[src/rtl/core/arpsd_pkg.sv]
`timescale 1ns / 1ps
// ----------------------------------------------------------------------------
// arpsd_pkg: shared types for the ARP binding spoof detector
// Word formats on both sides of the block, the command word that travels from
// the front end to the back end, the table entry format and the FSM states.
// ----------------------------------------------------------------------------
package arpsd_pkg;

    localparam logic [15:0] ETHERTYPE_ARP = 16'h0806;
    localparam logic [7:0]  DEAUTH_FC     = 8'hC0;
    localparam int          QUEUE_DEPTH   = 2;

    typedef enum logic [1:0] {
        EV_NONE    = 2'd0,
        EV_LEARNED = 2'd1,
        EV_SPOOF   = 2'd2,
        EV_FULL    = 2'd3
    } event_t;

    typedef enum logic {
        MODE_FRAME = 1'b0,
        MODE_HOP   = 1'b1
    } mode_t;

    typedef struct packed {
        logic        mode;
        logic        frame_is_mgmt;
        logic [7:0]  first_byte;
        logic [15:0] ether_type;
        logic [47:0] sender_mac;
        logic [31:0] sender_ip;
    } in_word_t;

    typedef struct packed {
        event_t      arp_event;
        logic        deauth_seen;
        logic [47:0] bound_mac;
        logic [3:0]  channel;
    } out_word_t;

    // Classified work for the back end.
    typedef struct packed {
        logic        lookup;
        logic        deauth;
        logic [3:0]  channel;
        logic [47:0] mac;
        logic [31:0] ip;
    } cmd_t;

    typedef struct packed {
        logic [31:0] ip;
        logic [47:0] mac;
    } entry_t;

    // Handshake between the command queue and its neighbors.
    typedef struct packed {
        logic full;
        logic empty;
    } queue_status_t;

    typedef enum logic [1:0] {
        BK_IDLE,
        BK_SCAN,
        BK_FINISH
    } back_state_t;

endpackage

[src/rtl/core/arpsd_front.sv]
`timescale 1ns / 1ps
// ----------------------------------------------------------------------------
// arpsd_front: input acceptance and classification
// Accepts words, tracks the radio channel and turns each word into a command.
// ----------------------------------------------------------------------------
module arpsd_front
    import arpsd_pkg::*;
#(
    parameter int CHANNEL_COUNT = 13
) (
    input  logic          clk,
    input  logic          rst_n,
    input  logic          push,
    output logic          full,
    input  in_word_t      frame_word,
    input  queue_status_t q_status,
    output logic          q_push,
    output cmd_t          q_cmd
);

    logic [3:0] channel_reg;
    logic [3:0] channel_next;
    logic       accept;
    logic       is_hop;

    assign full   = q_status.full;
    assign accept = push && !q_status.full;
    assign is_hop = (frame_word.mode == MODE_HOP);
    assign q_push = accept;

    always_comb
    begin
        channel_next = channel_reg;
        if (accept && is_hop)
        begin
            if (channel_reg >= 4'(CHANNEL_COUNT))
            begin
                channel_next = 4'd1;
            end
            else
            begin
                channel_next = channel_reg + 4'd1;
            end
        end
    end

    always_ff @(posedge clk or negedge rst_n)
    begin
        if (!rst_n)
        begin
            channel_reg <= 4'd1;
        end
        else
        begin
            channel_reg <= channel_next;
        end
    end

    always_comb
    begin
        q_cmd.lookup  = !is_hop && (frame_word.ether_type == ETHERTYPE_ARP);
        q_cmd.deauth  = !is_hop && frame_word.frame_is_mgmt
                        && (frame_word.first_byte == DEAUTH_FC);
        q_cmd.channel = channel_next;
        q_cmd.mac     = frame_word.sender_mac;
        q_cmd.ip      = frame_word.sender_ip;
    end

endmodule

[config.mk]
export PLATFORM = sky130hd
export DESIGN_NAME = arpsd_front
export DESIGN_NICKNAME = d
export VERILOG_FILES = /design/src/rtl/core/arpsd_pkg.sv /design/src/rtl/core/arpsd_front.sv
export SDC_FILE = /design/constraint.sdc
export NUM_CORES = 1
export LEC_CHECK = 0
export CORE_AREA = 2 2 76 78
export DETAILED_ROUTE_END_ITERATION = 10
export DIE_AREA = 0 0 78 80
export DONT_BUFFER_PORTS = 1
export PLACE_DENSITY = 0.42
export SLEW_MARGIN = 10
export SYNTH_ARGS = -nofsm -noshare
export SYNTH_HDL_FRONTEND = slang
export SYNTH_SLANG_ARGS = --single-unit
[constraint.sdc]
create_clock -name clk -period 1.5 [get_ports clk]
set_input_delay 0.225 -clock clk [delete_from_list [all_inputs] [get_ports clk]]
set_output_delay 0.225 -clock clk [all_outputs]
set_load 0.01 [all_outputs]
==> results_dict.tcl <==
set metrics [dict create \
    hold_path.class "in2async" \
    synth_area_leader_cell "buf_4" \
    synth-seq-cells 4 \
    placement_rows 27 \
    power.switching_uw 317 \
    synth_edf_count 0 \
    worstSetupEndpointType "output pin" \
    synth_top_flop_cell "dfrtp_1" \
    via_count 382 \
    max_slew.worst_pin.slew_ns 0.327 \
    skew_ns 0.00480 \
    seqPwrFrac 0.256 \
    drive_gt1_frac 0.409 \
    numCtsBuffers 3 \
    cts_buffer_depth 2 \
    clkSlewWorstSetupHoldPaths_ns 0.03 \
    outcome "finished, violations left" \
    synth_sequential_area_ratio 0.108 \
    drtPass1Iterations 3 \
    place.gp.congestion 0.691 \
    die_h_um 80 \
    grt_pass1_wl_um 2020 \
    grt.overflow.total 0 \
    rsz0062_at_grt "true" \
    powerDensity_mw_per_mm2 1590 \
    avgSynthCellArea_sq_um 8.18 \
    ys_types 24 \
    final_util 0.103 \
    post-place-ws_ns -0.0332 \
    placed_cell_area_sq_um 453 \
    antenna_found_initial 0 \
    cts_sinks 4 \
    drt-vias-per-instance 3.29 \
    core_area_sq_mm 0.00541 \
    grt_max_degree 8 \
    cts_tree "yes" \
    yosysMostFrequentCell "buf_4" \
    antenna_cells 0 \
    yosysTopAreaCellShare 0.646 \
    max_freq_mhz 592 \
    ys.warnings.count 0 \
    maxCapViolations 0 \
    pwr-share-comb 0.484 \
    die_x_um 78 \
    met3_usage 0.0204 \
    yosys-top-cells-area "buf_4 (65%), dfrtp_1 (8.0%), ha_1 (4.0%)" \
    final_design_area_no_fill_sq_um 559 \
    layout.cells.non_filler 116 \
    dp.cells 110 \
    critical_path.max_fanout 4 \
    syn_area_sq_um 941 \
    top_usage_layer "met4" \
    largest_reg_flops 4 \
    synth_common_cells "buf_4 (81), dfrtp_1 (3), ha_1 (3), inv_1 (3), nor4_1 (3)" \
    drtIter0Drc 2 \
    finalCritPeriodShare 1.13 \
    grt_pass1_vias 433 \
    critPathTopFamily "flip-flops" \
    syn_nets 229 \
    portBuffers 0 \
    critPathRequiredTime_ns 1.27 \
    wl_um 1470 \
    avgRoutedWirePerCell_um 12.7 \
    initial_utilization 0.174 \
    async_reset_ff_frac 1.00 \
    crit_chain "inv_2 -> ha_4 -> nor2b_1 -> o211ai_1 -> nand3_2" \
    hold_viol 0 \
    grt_util_met1 0.0412 \
    path_buf_inv 1 \
    total_power_uw 892 \
    area_growth_pct -40.6 \
    p_sw_frac 0.356 \
    drc_errors 0 \
    slowest_delay_ns 0.57 \
    power_frac_clock 0.260 \
    die-area_sq_mm 0.00624 \
    vdd_drop_max_uv 693 \
    worstSetupStartpointType "flop" \
    crit_type "reg2out" \
    num_io_pins 199 \
    max-slew-margin-rel 0.779 \
    r2r_slack_ns 0.10 \
    clk_latency_ns 0.21 \
    root_buffer "clkbuf_8" \
    gr-usage-all-layers 0.0414 \
    ant_nets 0 \
    use_met2 0.0500 \
    cpMaxStageDelayCell "dfstp_2" \
    period_minus_slack_ns 1.69 \
    drv_slew 0 \
    cp.arrival_ns 1.47 \
    p_leak_uw 0.000203 \
    hpwl_um 1210 \
    post_synth_inst_count 115 \
    violations "setup timing" \
    setup_slack_ns -0.191 \
    intPower_uw 575 \
    nNetsFinal 159 \
    h-tree-depth 1 \
    setup_violations 4 \
]
==> worst paths after layout <==
kind / start / endpoint / cells past startpoint
worst max-delay path: channel_reg[0]$_DFF_PN1_ / q_cmd[83] / 5
worst min-delay path: rst_n / channel_reg[3]$_DFF_PN0_ / 1
worst max register to register: channel_reg[0]$_DFF_PN1_ / channel_reg[3]$_DFF_PN0_ / 5
worst min register to register: channel_reg[3]$_DFF_PN0_ / channel_reg[3]$_DFF_PN0_ / 2
max in group asynchronous: rst_n / channel_reg[0]$_DFF_PN1_ / 1
min in group clk: push / channel_reg[2]$_DFF_PN0_ / 2
==> logic make-up after synthesis <==
group,after synthesis,share of synthesized area
flops,4,0.108
simple gates,18,0.140
buf+inv,84,0.658
compound gates,5,0.0439
mux,1,0.0106
fa+ha+maj,3,0.0399
==> cell type report <==
class	instances	area [sq um]
flip-flops and latches	4	101
repair buffers	6	47.5
inverters	3	11.3
multi-input cells	27	264
clock buffers	4	45.0
well taps	72	90.1
fillers	642	4850
==> metrics by stage <==
step	TNS, ns	hold slack, ns
2_1_floorplan	0	-0.0706
3_3_place_gp	-0.0114	-0.0705
3_5_place_dp	-0.0332	-0.0705
4_1_cts	-0.697	0.292
5_1_grt	-0.975	0.304
6_report	-0.696	0.286
==> power by group through the flow <==
| stage | registers (uW) | clock network, uW | logic, uW |
|---|---|---|---|
| 2_1_floorplan | 215 | 0 | 436 |
| 3_3_place_gp | 214 | 0 | 308 |
| 3_5_place_dp | 220 | 0 | 318 |
| 4_1_cts | 229 | 238 | 433 |
| 5_1_grt | 242 | 254 | 471 |
| 6_report | 228 | 232 | 432 |
==> placed cells by master, fill, tap and decap left out <==
cell / count
nor2b_1: 2
clkbuf_8: 3
nor2_1: 1
nand4_1: 1
nor3b_1: 1
dfrtp_1: 3
clkbuf_1: 1
inv_2: 1
ha_1: 1
o211ai_1: 1
a211oi_1: 1
buf_4: 5
and4_1: 1
ha_4: 2
nand3_2: 1
dfstp_2: 1
nor4bb_1: 1
a31oi_2: 1
a211o_2: 1
nand2_1: 1
nand3b_4: 1
a22o_2: 1
mux2i_1: 1
inv_1: 2
nor4_1: 3
or3_1: 1
nand2b_4: 1
dlygate4sd3_1: 1
nor4b_1: 2
nand3_1: 1
==> routing by layer <==
metal  vias to the layer above  share of wire
met3                        22           0.14
met1                       189           0.33
met5                         -              0
met4                         0          0.079
met2                        20           0.45
li1                        151              -
==> what timing repair did <==
| item | 4_1_cts | 5_1_grt |
|---|---|---|
| gates resized for setup | 8 | 0 |
| hold buffers | 1 | 0 |
| pin swaps | 1 | 0 |
| endpoints found under the hold margin | 4 | 0 |
| setup endpoints to repair | 4 | 4 |
| setup buffers | 1 | 0 |
No activity file was read; power rests on OpenSTA's default activity.
