===== src/rtl/core/arpsd_pkg.sv =====
`timescale 1ns / 1ps
// ----------------------------------------------------------------------------
// arpsd_pkg: shared types for the ARP binding spoof detector
// Word formats on both sides of the block, the command word that travels from
// the front end to the back end, the table entry format and the FSM states.
// ----------------------------------------------------------------------------
package arpsd_pkg;

    localparam logic [15:0] ETHERTYPE_ARP = 16'h0806;
    localparam logic [7:0]  DEAUTH_FC     = 8'hC0;
    localparam int          QUEUE_DEPTH   = 2;

    typedef enum logic [1:0] {
        EV_NONE    = 2'd0,
        EV_LEARNED = 2'd1,
        EV_SPOOF   = 2'd2,
        EV_FULL    = 2'd3
    } event_t;

    typedef enum logic {
        MODE_FRAME = 1'b0,
        MODE_HOP   = 1'b1
    } mode_t;

    typedef struct packed {
        logic        mode;
        logic        frame_is_mgmt;
        logic [7:0]  first_byte;
        logic [15:0] ether_type;
        logic [47:0] sender_mac;
        logic [31:0] sender_ip;
    } in_word_t;

    typedef struct packed {
        event_t      arp_event;
        logic        deauth_seen;
        logic [47:0] bound_mac;
        logic [3:0]  channel;
    } out_word_t;

    // Classified work for the back end.
    typedef struct packed {
        logic        lookup;
        logic        deauth;
        logic [3:0]  channel;
        logic [47:0] mac;
        logic [31:0] ip;
    } cmd_t;

    typedef struct packed {
        logic [31:0] ip;
        logic [47:0] mac;
    } entry_t;

    // Handshake between the command queue and its neighbors.
    typedef struct packed {
        logic full;
        logic empty;
    } queue_status_t;

    typedef enum logic [1:0] {
        BK_IDLE,
        BK_SCAN,
        BK_FINISH
    } back_state_t;

endpackage


===== src/rtl/core/arpsd_queue.sv =====
`timescale 1ns / 1ps
// ----------------------------------------------------------------------------
// arpsd_queue: command queue between front end and back end
// A small register FIFO that lets either side stall on its own.
// ----------------------------------------------------------------------------
module arpsd_queue
    import arpsd_pkg::*;
(
    input  logic          clk,
    input  logic          rst_n,
    input  logic          q_push,
    input  cmd_t          q_cmd,
    input  logic          q_pop,
    output cmd_t          q_head,
    output queue_status_t q_status
);

    localparam int PW = (QUEUE_DEPTH > 1) ? $clog2(QUEUE_DEPTH) : 1;
    localparam int CW = $clog2(QUEUE_DEPTH + 1);

    cmd_t            slot_reg [QUEUE_DEPTH];
    logic [PW-1:0]   wr_ptr_reg;
    logic [PW-1:0]   wr_ptr_next;
    logic [PW-1:0]   rd_ptr_reg;
    logic [PW-1:0]   rd_ptr_next;
    logic [CW-1:0]   count_reg;
    logic [CW-1:0]   count_next;
    logic            do_push;
    logic            do_pop;

    assign q_status.full  = (count_reg == CW'(QUEUE_DEPTH));
    assign q_status.empty = (count_reg == '0);
    assign do_push        = q_push && !q_status.full;
    assign do_pop         = q_pop && !q_status.empty;
    assign q_head         = slot_reg[rd_ptr_reg];

    always_comb
    begin
        wr_ptr_next = wr_ptr_reg;
        rd_ptr_next = rd_ptr_reg;
        count_next  = count_reg;
        if (do_push)
        begin
            wr_ptr_next = (wr_ptr_reg == PW'(QUEUE_DEPTH - 1)) ? '0 : wr_ptr_reg + PW'(1);
        end
        if (do_pop)
        begin
            rd_ptr_next = (rd_ptr_reg == PW'(QUEUE_DEPTH - 1)) ? '0 : rd_ptr_reg + PW'(1);
        end
        if (do_push && !do_pop)
        begin
            count_next = count_reg + CW'(1);
        end
        else if (do_pop && !do_push)
        begin
            count_next = count_reg - CW'(1);
        end
    end

    always_ff @(posedge clk or negedge rst_n)
    begin
        if (!rst_n)
        begin
            wr_ptr_reg <= '0;
            rd_ptr_reg <= '0;
            count_reg  <= '0;
        end
        else
        begin
            wr_ptr_reg <= wr_ptr_next;
            rd_ptr_reg <= rd_ptr_next;
            count_reg  <= count_next;
        end
    end

    always_ff @(posedge clk)
    begin
        if (do_push)
        begin
            slot_reg[wr_ptr_reg] <= q_cmd;
        end
    end

endmodule


===== config.mk =====
export PLATFORM = sky130hd
export DESIGN_NAME = arpsd_queue
export DESIGN_NICKNAME = d
export VERILOG_FILES = /design/src/rtl/core/arpsd_pkg.sv /design/src/rtl/core/arpsd_queue.sv
export SDC_FILE = /design/constraint.sdc
export NUM_CORES = 1
export LEC_CHECK = 0
export BUFFER_PORTS_ARGS = -buffer_cell sky130_fd_sc_hd__buf_2
export CAP_MARGIN = 0
export CELL_PAD_IN_SITES_DETAIL_PLACEMENT = 1
export CELL_PAD_IN_SITES_GLOBAL_PLACEMENT = 1
export CORE_MARGIN = 4
export CORE_UTILIZATION = 35
export CTS_CLUSTER_DIAMETER = 40
export DETAILED_ROUTE_END_ITERATION = 16
export MAX_ROUTING_LAYER = met4
export PLACE_DENSITY_LB_ADDON = 0.1
export SLEW_MARGIN = 25
export SYNTH_ARGS = -nofsm -noshare
export SYNTH_HDL_FRONTEND = slang
export SYNTH_SLANG_ARGS = --single-unit

===== constraint.sdc =====
create_clock -name clk -period 13.6 [get_ports clk]
set_input_delay 2.04 -clock clk [delete_from_list [all_inputs] [get_ports clk]]
set_output_delay 2.04 -clock clk [all_outputs]
set_load 0.1 [all_outputs]

==> results.sh, run 1 <==
export IMPL_final_antenna_net_count=0
export IMPL_synth_avg_cell_area_um2=22.7
export IMPL_rows=49
export IMPL_cts_sinks=176
export IMPL_yosysWarningCount=0
export IMPL_worstRegToRegCells=5
export IMPL_start_kind="flip-flop"
export IMPL_setup_viol=0
export IMPL_final_common_cell="buf_2"
export IMPL_drt_iter0_drc=153
export IMPL_cp_required_ns=11.56
export IMPL_via_per_inst=4.50
export IMPL_crit_path_top_delay_cell="dfrtp_4"
export IMPL_startpoint="rd_ptr_reg$_DFFE_PN0P_"
export IMPL_ctsRootBufferMaster="clkbuf_16"
export IMPL_ys_ff_latch=176
export IMPL_boundaryPins=178
export IMPL_synth_top_cell_area_share=0.792
export IMPL_drv_slew=0
export IMPL_synth_area_um2=6520
export IMPL_dp_cells=687
export IMPL_hold_viol=0
export IMPL_gp_congestion=0.725
export IMPL_grt_max_degree=68
export IMPL_tightest_slew_ns=0.949
export IMPL_routedWlPerCell_um=17.9
export IMPL_slew_headroom=0.367
export IMPL_crit_fanout=46
export IMPL_tns_ns=0
export IMPL_clock_fmax_mhz=209
export IMPL_path_clk_slew_ns=0.06
export IMPL_dp_hpwl_um=8470
export IMPL_area_growth_pct=26.5
export IMPL_drc=0
export IMPL_fin_hold_ws_ns=0.533
export IMPL_r2r_end="slot_reg[0][7]$_DFFE_PP_"
export IMPL_mostFrequentLayoutCells="buf_2 (177), edfxtp_1 (172), mux2_2 (56)"
export IMPL_yosys_top_cells_area="edfxtp_1 (79%), mux2_2 (9.7%), mux2_4 (6.9%), dfrtp_1 (1.5%), buf_6 (0.86%)"
export IMPL_crit_path_end="q_head[65]"
export IMPL_gr_total_overflow=0
export IMPL_grt_pass1_vias=3675
export IMPL_hold_class="flip-flop to flip-flop"
export IMPL_r2r_start="count_reg[0]$_DFFE_PN0P_"
export IMPL_ctsHoldBuffers=0
export IMPL_reg2reg_slack_ns=11.14
export IMPL_wl_um=12900
export IMPL_synth_top_area_cell="edfxtp_1"
export IMPL_cts_setup_buffers=0
export IMPL_synth_cells=287
export IMPL_cp_end_kind="output pin"
export IMPL_skew_ns=0.00880
export IMPL_num_vias=3253
export IMPL_max_cap_violations=0
export IMPL_drive_gt1_frac=0.610
export IMPL_grt_first_pass_wirelength_um=19400
export IMPL_critical_path_cell_chain="buf_4, mux2_2, buf_2"
export IMPL_cts_resized=0
export IMPL_fin_crit_sh=0.351
export IMPL_synth_cell_types=15
export IMPL_cp_arrival_ns=2.74
export IMPL_cts_tree="built"
export IMPL_clk_latency_ns=0.42
export IMPL_slowest_delay_ns=0.86
export IMPL_final_area_um2=8250
export IMPL_hold_depth=1
export IMPL_grt_usage=0.130
export IMPL_status="finished clean"
export IMPL_die_area_um2=20900
export IMPL_start_util=0.359
export IMPL_numCtsBuffers=17
export IMPL_placement_cell_area_um2=7670
export IMPL_min_period_ns=4.78
export IMPL_nets=568
export IMPL_fin_cells=723
export IMPL_yosysSeqAreaShare=0.807
export IMPL_largest_reg_flops=172
export IMPL_portBuffers=177
export IMPL_die_w_um=145
export IMPL_rsz0062_at_grt="false"
export IMPL_antenna_found_initial=4
export IMPL_htreeDepth=4
export IMPL_core_area_um2=18100
export IMPL_syn_nets=378
export IMPL_clock_path_buffers=2
export IMPL_drtPass1Iterations=4
export IMPL_critical_path_class="flip-flop to output pin"
export IMPL_die_y_um=145
worst min path at each step:
stage / from / end
CTS: count_reg[1]$_DFFE_PN0P_ / count_reg[1]$_DFFE_PN0P_
floorplan: wr_ptr_reg$_DFFE_PN0P_ / wr_ptr_reg$_DFFE_PN0P_
global placement: count_reg[1]$_DFFE_PN0P_ / count_reg[1]$_DFFE_PN0P_
global route: count_reg[1]$_DFFE_PN0P_ / count_reg[1]$_DFFE_PN0P_
detailed placement: count_reg[1]$_DFFE_PN0P_ / count_reg[1]$_DFFE_PN0P_
finish: count_reg[1]$_DFFE_PN0P_ / count_reg[1]$_DFFE_PN0P_
area by class of cell:
class                   instances  area [um2]
flip-flops and latches        176        5270
multi-input cells              99        1180
fillers                      1761        9900
well taps                     229         287
clock inverters                15         141
diodes                          4        10.0
clock buffers                  17         425
inverters                       2        7.51
repair buffers                181         928
cells by family after synthesis:
kind of cell / after synthesis / synth area share
AO/OA/AOI/OAI: 1 / 0.000766
XOR/XNOR: 5 / 0.00671
adder cells (fa/ha/maj): 1 / 0.00192
buffers and inverters: 12 / 0.0136
flip-flops: 176 / 0.807
multiplexers: 86 / 0.166
AND/OR/NAND/NOR: 6 / 0.00422
metrics by stage:
step	setup slack (ns)	utilization
after detailed placement	9.16	0.423
after global routing	8.63	0.455
final	8.82	0.455
after global placement	9.18	0.422
after CTS	8.70	0.454
after floorplan	7.36	-
layer usage:
metal,global-route usage,share of wire,vias to the layer above
met2,0.211,0.50,118
met3,0.0565,0.078,13
met5,-,0,-
met1,0.144,0.41,1599
met4,0.0427,0.012,0
li1,-,-,1523
Yosys cell counts (all sizes together):
master  count
edfxtp    172
mux2       86
buf        10
dfrtp       4
nor2        3
xnor2       3
inv         2
xor2        2
and3        1
ha          1
nand2       1
nand2b      1
o21ai       1
worst max-delay path, delay by kind of cell, from the launching register on:
kind     cells  cell delay (ns)
mux          1             0.31
flops        1             0.86
buf+inv      2             1.14
Power of run 1 is not shown: default switching activity piles up to over one toggle a cycle in this logic, so the estimate is an artifact.
==> run 2: changes to the inputs <==
Clock period 13.6 ns to 4.4 ns, I/O delays scaled along.
==> run 2 against run 1 <==
  * Sequential share of layout area is 0.18 points lower
  * First-iteration DRC count is 11% lower
  * Non-clock buffer count is 1 higher
  * Cell count is 0.41% lower
  * Cell area is 0.29% higher
  * Critical path type unchanged
  * Core utilization is 0.13 points higher
  * Die area stayed put
  * Setup slack worse by 7.1 ns
  * Via count is 0.31% higher
  * Sequential cell count stayed put
==> results.sh, run 2 (same netlist as run 1, synthesis figures left out) <==
export IMPL_drt_iter0_drc=136
export IMPL_routedWlPerCell_um=18.0
export IMPL_min_period_ns=2.70
export IMPL_htreeDepth=4
export IMPL_core_area_um2=18100
export IMPL_die_w_um=145
export IMPL_final_antenna_net_count=0
export IMPL_die_area_um2=20900
export IMPL_dp_hpwl_um=8470
export IMPL_final_area_um2=8270
export IMPL_dpl_worst_slack_ns=2.10
export IMPL_n_fill_cell=1772
export IMPL_crit_fanout=87
export IMPL_start_util=0.359
export IMPL_num_vias=3263
export IMPL_max_cap_violations=0
export IMPL_clk_latency_ns=0.43
export IMPL_skew_ns=0.00783
export IMPL_slew_headroom=0.387
export IMPL_cts_sinks=176
export IMPL_via_per_inst=4.53
export IMPL_tns_ns=0
export IMPL_largest_reg_flops=172
export IMPL_critical_path_class="flip-flop to output pin"
export IMPL_drc=0
export IMPL_final_core_util=0.456
export IMPL_mostFrequentLayoutCells="buf_2 (177), edfxtp_1 (172), mux2_2 (56)"
export IMPL_cts_tree="built"
export IMPL_placement_cell_area_um2=7680
export IMPL_drv_slew=0
export IMPL_cp_arrival_ns=2.04
export IMPL_path_clk_slew_ns=0.07
export IMPL_clock_path_buffers=2
export IMPL_status="finished clean"
export IMPL_ctsRootBufferMaster="clkbuf_16"
export IMPL_fin_crit_sh=0.614
export IMPL_ctsHoldBuffers=0
export IMPL_grt_pass1_vias=3587
export IMPL_die_y_um=145
export IMPL_cp_required_ns=3.74
export IMPL_portBuffers=177
export IMPL_gp_congestion=0.685
export IMPL_fin_ws_ns=1.70
export IMPL_antenna_found_initial=1
export IMPL_numCtsBuffers=17
export IMPL_wl_um=13000
export IMPL_hold_viol=0
export IMPL_cts_resized=0
export IMPL_clock_fmax_mhz=370
export IMPL_final_common_cell="buf_2"
export IMPL_gr_total_overflow=0
export IMPL_rows=49
export IMPL_rsz0062_at_grt="false"
export IMPL_cts_setup_buffers=0
export IMPL_hold_class="input port to asynchronous set/reset pin"
export IMPL_cp_end_kind="output pin"
export IMPL_nets=569
export IMPL_tightest_slew_ns=0.919
export IMPL_setup_viol=0
export IMPL_drive_gt1_frac=0.610
export IMPL_grt_max_degree=88
export IMPL_start_kind="flip-flop"
export IMPL_grt_first_pass_wirelength_um=19500
export IMPL_area_growth_pct=26.8
export IMPL_drtPass1Iterations=4
export IMPL_boundaryPins=178
export IMPL_grt_usage=0.131
-- run 2: layout make-up --
cell class / instances / area [um2] / share of cell area
antenna: 1 / 2.50 / 0.000302
clock buffer: 17 / 425 / 0.0514
clock inverter: 14 / 165 / 0.0200
inverter: 2 / 7.51 / 0.000907
multi-input combinational: 99 / 1180 / 0.143
sequential: 176 / 5270 / 0.637
tap: 229 / 287 / 0.0346
timing repair buffer: 182 / 936 / 0.113
-- run 2: stage by stage --
step / hold WS (ns) / cells
after floorplan: 0.364 / 287
after CTS: 0.00472 / 719
after global routing: 0.0180 / 720
final: 0.0294 / 720
after detailed placement: 0.476 / 688
after global placement: 0.472 / 688
-- run 2: path summary, 6_finish.rpt --
kind,endpoint,cells past startpoint,slack [ns],startpoint
setup / recovery,q_head[68],3,1.70,rd_ptr_reg$_DFFE_PN0P_
hold / removal,wr_ptr_reg$_DFFE_PN0P_,1,0.03,rst_n
setup reg to reg,slot_reg[1][28]$_DFFE_PP_,3,2.27,count_reg[0]$_DFFE_PN0P_
hold reg to reg,count_reg[1]$_DFFE_PN0P_,1,0.55,count_reg[1]$_DFFE_PN0P_
max in group asynchronous,rd_ptr_reg$_DFFE_PN0P_,1,4.23,rst_n
min in group clk,slot_reg[0][56]$_DFFE_PP_,1,0.42,q_cmd[56]
-- run 2: worst max-delay path, stage by stage, from the launching register on --
cell and delay (ns):
dfrtp_4 0.41, buf_12 0.44, mux2_2 0.40, buf_2 0.29
-- run 2: layer usage --
| layer | vias up | routed length (um) | global-route usage |
|---|---|---|---|
| met2 | 116 | 6690 | 0.211 |
| met5 | - | 0 | - |
| met3 | 21 | 923 | 0.0483 |
| li1 | 1514 | - | - |
| met4 | 0 | 279 | 0.0604 |
| met1 | 1612 | 5080 | 0.146 |
Power of run 2 is left out for the same reason.
==> run 3: changes to the inputs <==
Settings changed: ABC_AREA set to 1.
Clock period 4.4 ns to 2.5 ns, I/O delays scaled along.
==> run 3 against run 2 <==
  * Via count grew 27%
  * First-iteration DRC count grew 53%
  * Highest routed layer unchanged
  * Global-route usage grew 2.3 points
==> results.sh, run 3 <==
export IMPL_status="finished clean"
export IMPL_slew_headroom=0.645
export IMPL_drive_gt1_frac=0.323
export IMPL_hold_depth=1
export IMPL_crit_fanout=43
export IMPL_num_vias=4131
export IMPL_wl_um=15500
export IMPL_core_area_um2=18100
export IMPL_clk_latency_ns=0.42
export IMPL_final_antenna_net_count=0
export IMPL_synth_cell_types=15
export IMPL_drtPass1Iterations=4
export IMPL_critical_path_class="flip-flop to output pin"
export IMPL_portBuffers=177
export IMPL_clock_fmax_mhz=443
export IMPL_synthFlopType="edfxtp_1"
export IMPL_grt_max_degree=88
export IMPL_rows=49
export IMPL_dp_hpwl_um=10300
export IMPL_largest_reg_flops=172
export IMPL_die_y_um=144
export IMPL_start_kind="flip-flop"
export IMPL_slowest_delay_ns=0.49
export IMPL_grt_usage=0.155
export IMPL_synth_most_common_cell="nand2_1"
export IMPL_synth_common_cells="nand2_1 (267), edfxtp_1 (172), buf_2 (11)"
export IMPL_fin_crit_sh=0.903
export IMPL_start_util=0.359
export IMPL_hold_viol=0
export IMPL_crit_buf_inv=3
export IMPL_area_growth_pct=46.2
export IMPL_grt_pass1_vias=4370
export IMPL_crit_path_frequent_cell="nand2_1"
export IMPL_fin_cells=909
export IMPL_tns_ns=0
export IMPL_grt_first_pass_wirelength_um=23400
export IMPL_ctsHoldBuffers=1
export IMPL_routedWlPerCell_um=17.1
export IMPL_yosysWarningCount=0
export IMPL_crit_path_top_delay_cell="dfrtp_4"
export IMPL_ys_async_sr_fraction=0.0227
export IMPL_numCtsBuffers=17
export IMPL_max_cap_violations=0
export IMPL_clock_path_buffers=2
export IMPL_tightest_slew_ns=0.532
export IMPL_hold_class="input port to flip-flop"
export IMPL_cts_sinks=176
export IMPL_synth_cells=481
export IMPL_drt_iter0_drc=208
export IMPL_yosysSeqAreaShare=0.811
export IMPL_cts_tree="built"
export IMPL_ys_ff_latch=176
export IMPL_die_area_um2=20800
export IMPL_setup_viol=0
export IMPL_synth_top_area_cell="edfxtp_1"
export IMPL_final_common_cell="nand2_1"
export IMPL_antenna_found_initial=3
export IMPL_mostFrequentLayoutCells="nand2_1 (266), edfxtp_1 (172), buf_2 (91)"
export IMPL_cp_end_kind="output pin"
export IMPL_rsz0062_at_grt="false"
export IMPL_ctsRootBufferMaster="clkbuf_16"
export IMPL_cts_setup_buffers=0
export IMPL_drc=0
export IMPL_cts_resized=0
export IMPL_synth_edf_count=172
export IMPL_synth_avg_cell_area_um2=13.5
export IMPL_die_w_um=144
export IMPL_syn_nets=572
export IMPL_critical_path_depth=5
export IMPL_synth_top_cell_area_share=0.796
export IMPL_cp_required_ns=2.12
export IMPL_drv_slew=0
export IMPL_skew_ns=0.00822
export IMPL_worstRegToRegCells=6
export IMPL_cp_top_family="buffers and inverters"
export IMPL_via_per_inst=4.54
export IMPL_gp_congestion=0.760
export IMPL_path_clk_slew_ns=0.07
export IMPL_min_period_ns=2.26
export IMPL_cp_arrival_ns=1.88
export IMPL_gr_total_overflow=0
export IMPL_dp_cells=873
export IMPL_critical_path_cell_chain="inv_2, buf_4, nand2_1, nand2_1, buf_12"
export IMPL_synth_area_um2=6490
export IMPL_boundaryPins=178
export IMPL_nets=755
export IMPL_yosys_top_cells_area="edfxtp_1 (80%), nand2_1 (15%), dfrtp_1 (1.5%), buf_2 (0.85%), buf_6 (0.69%)"
export IMPL_htreeDepth=4
-- run 3: cell count changes after synthesis, sizes merged, moves of 2 or more --
cell / change
buf: +9
inv: +6
mux2: -86
nand2: +266
xnor2: -2
xor2: -2
-- run 3: path summary, 6_finish.rpt --
kind	from	endpoint	slack, ns
max	rd_ptr_reg$_DFFE_PN0P_	q_head[82]	0.24
min	q_cmd[46]	slot_reg[0][46]$_DFFE_PP_	0.14
max reg2reg	count_reg[1]$_DFFE_PN0P_	slot_reg[0][30]$_DFFE_PP_	0.67
min reg2reg	wr_ptr_reg$_DFFE_PN0P_	wr_ptr_reg$_DFFE_PN0P_	0.49
max in group asynchronous	rst_n	rd_ptr_reg$_DFFE_PN0P_	2.05
min in group asynchronous	rst_n	wr_ptr_reg$_DFFE_PN0P_	0.30
-- run 3: layout make-up --
type / count / area, um2
antenna: 3 / 7.51
clock buffer: 17 / 425
clock inverter: 15 / 120
fill: 1821 / 8590
inverter: 8 / 33.8
multi-input combinational: 278 / 1090
sequential: 176 / 5270
tap: 229 / 287
timing repair buffer: 183 / 2260
-- run 3: kinds of logic after synthesis --
kind of cell	share of synthesized area
DFF	0.811
AOI/OAI and AO/OA	0.00154
xor gates and xnor gates	0.00135
adders and majority gates	0.00193
buffers and inverters	0.0247
and+or+nand+nor	0.160
-- run 3: metal layers --
| metal | share of wire | global-route usage |
|---|---|---|
| met5 | 0 | - |
| met4 | 0.013 | 0.0530 |
| met3 | 0.053 | 0.0407 |
| met2 | 0.51 | 0.249 |
| met1 | 0.42 | 0.190 |
-- run 3: stage by stage --
stage	worst slack, ns	util	cell area [um2]	hold WS [ns]
finish	0.242	0.525	9490	0.137
global route	0.0977	0.525	9490	0.121
CTS	0.170	0.524	9490	0.116
detailed placement	0.642	0.494	8930	0.203
global placement	0.677	0.494	8930	0.191
floorplan	-0.284	-	6520	0.0794
Power of run 3 is left out for the same reason.
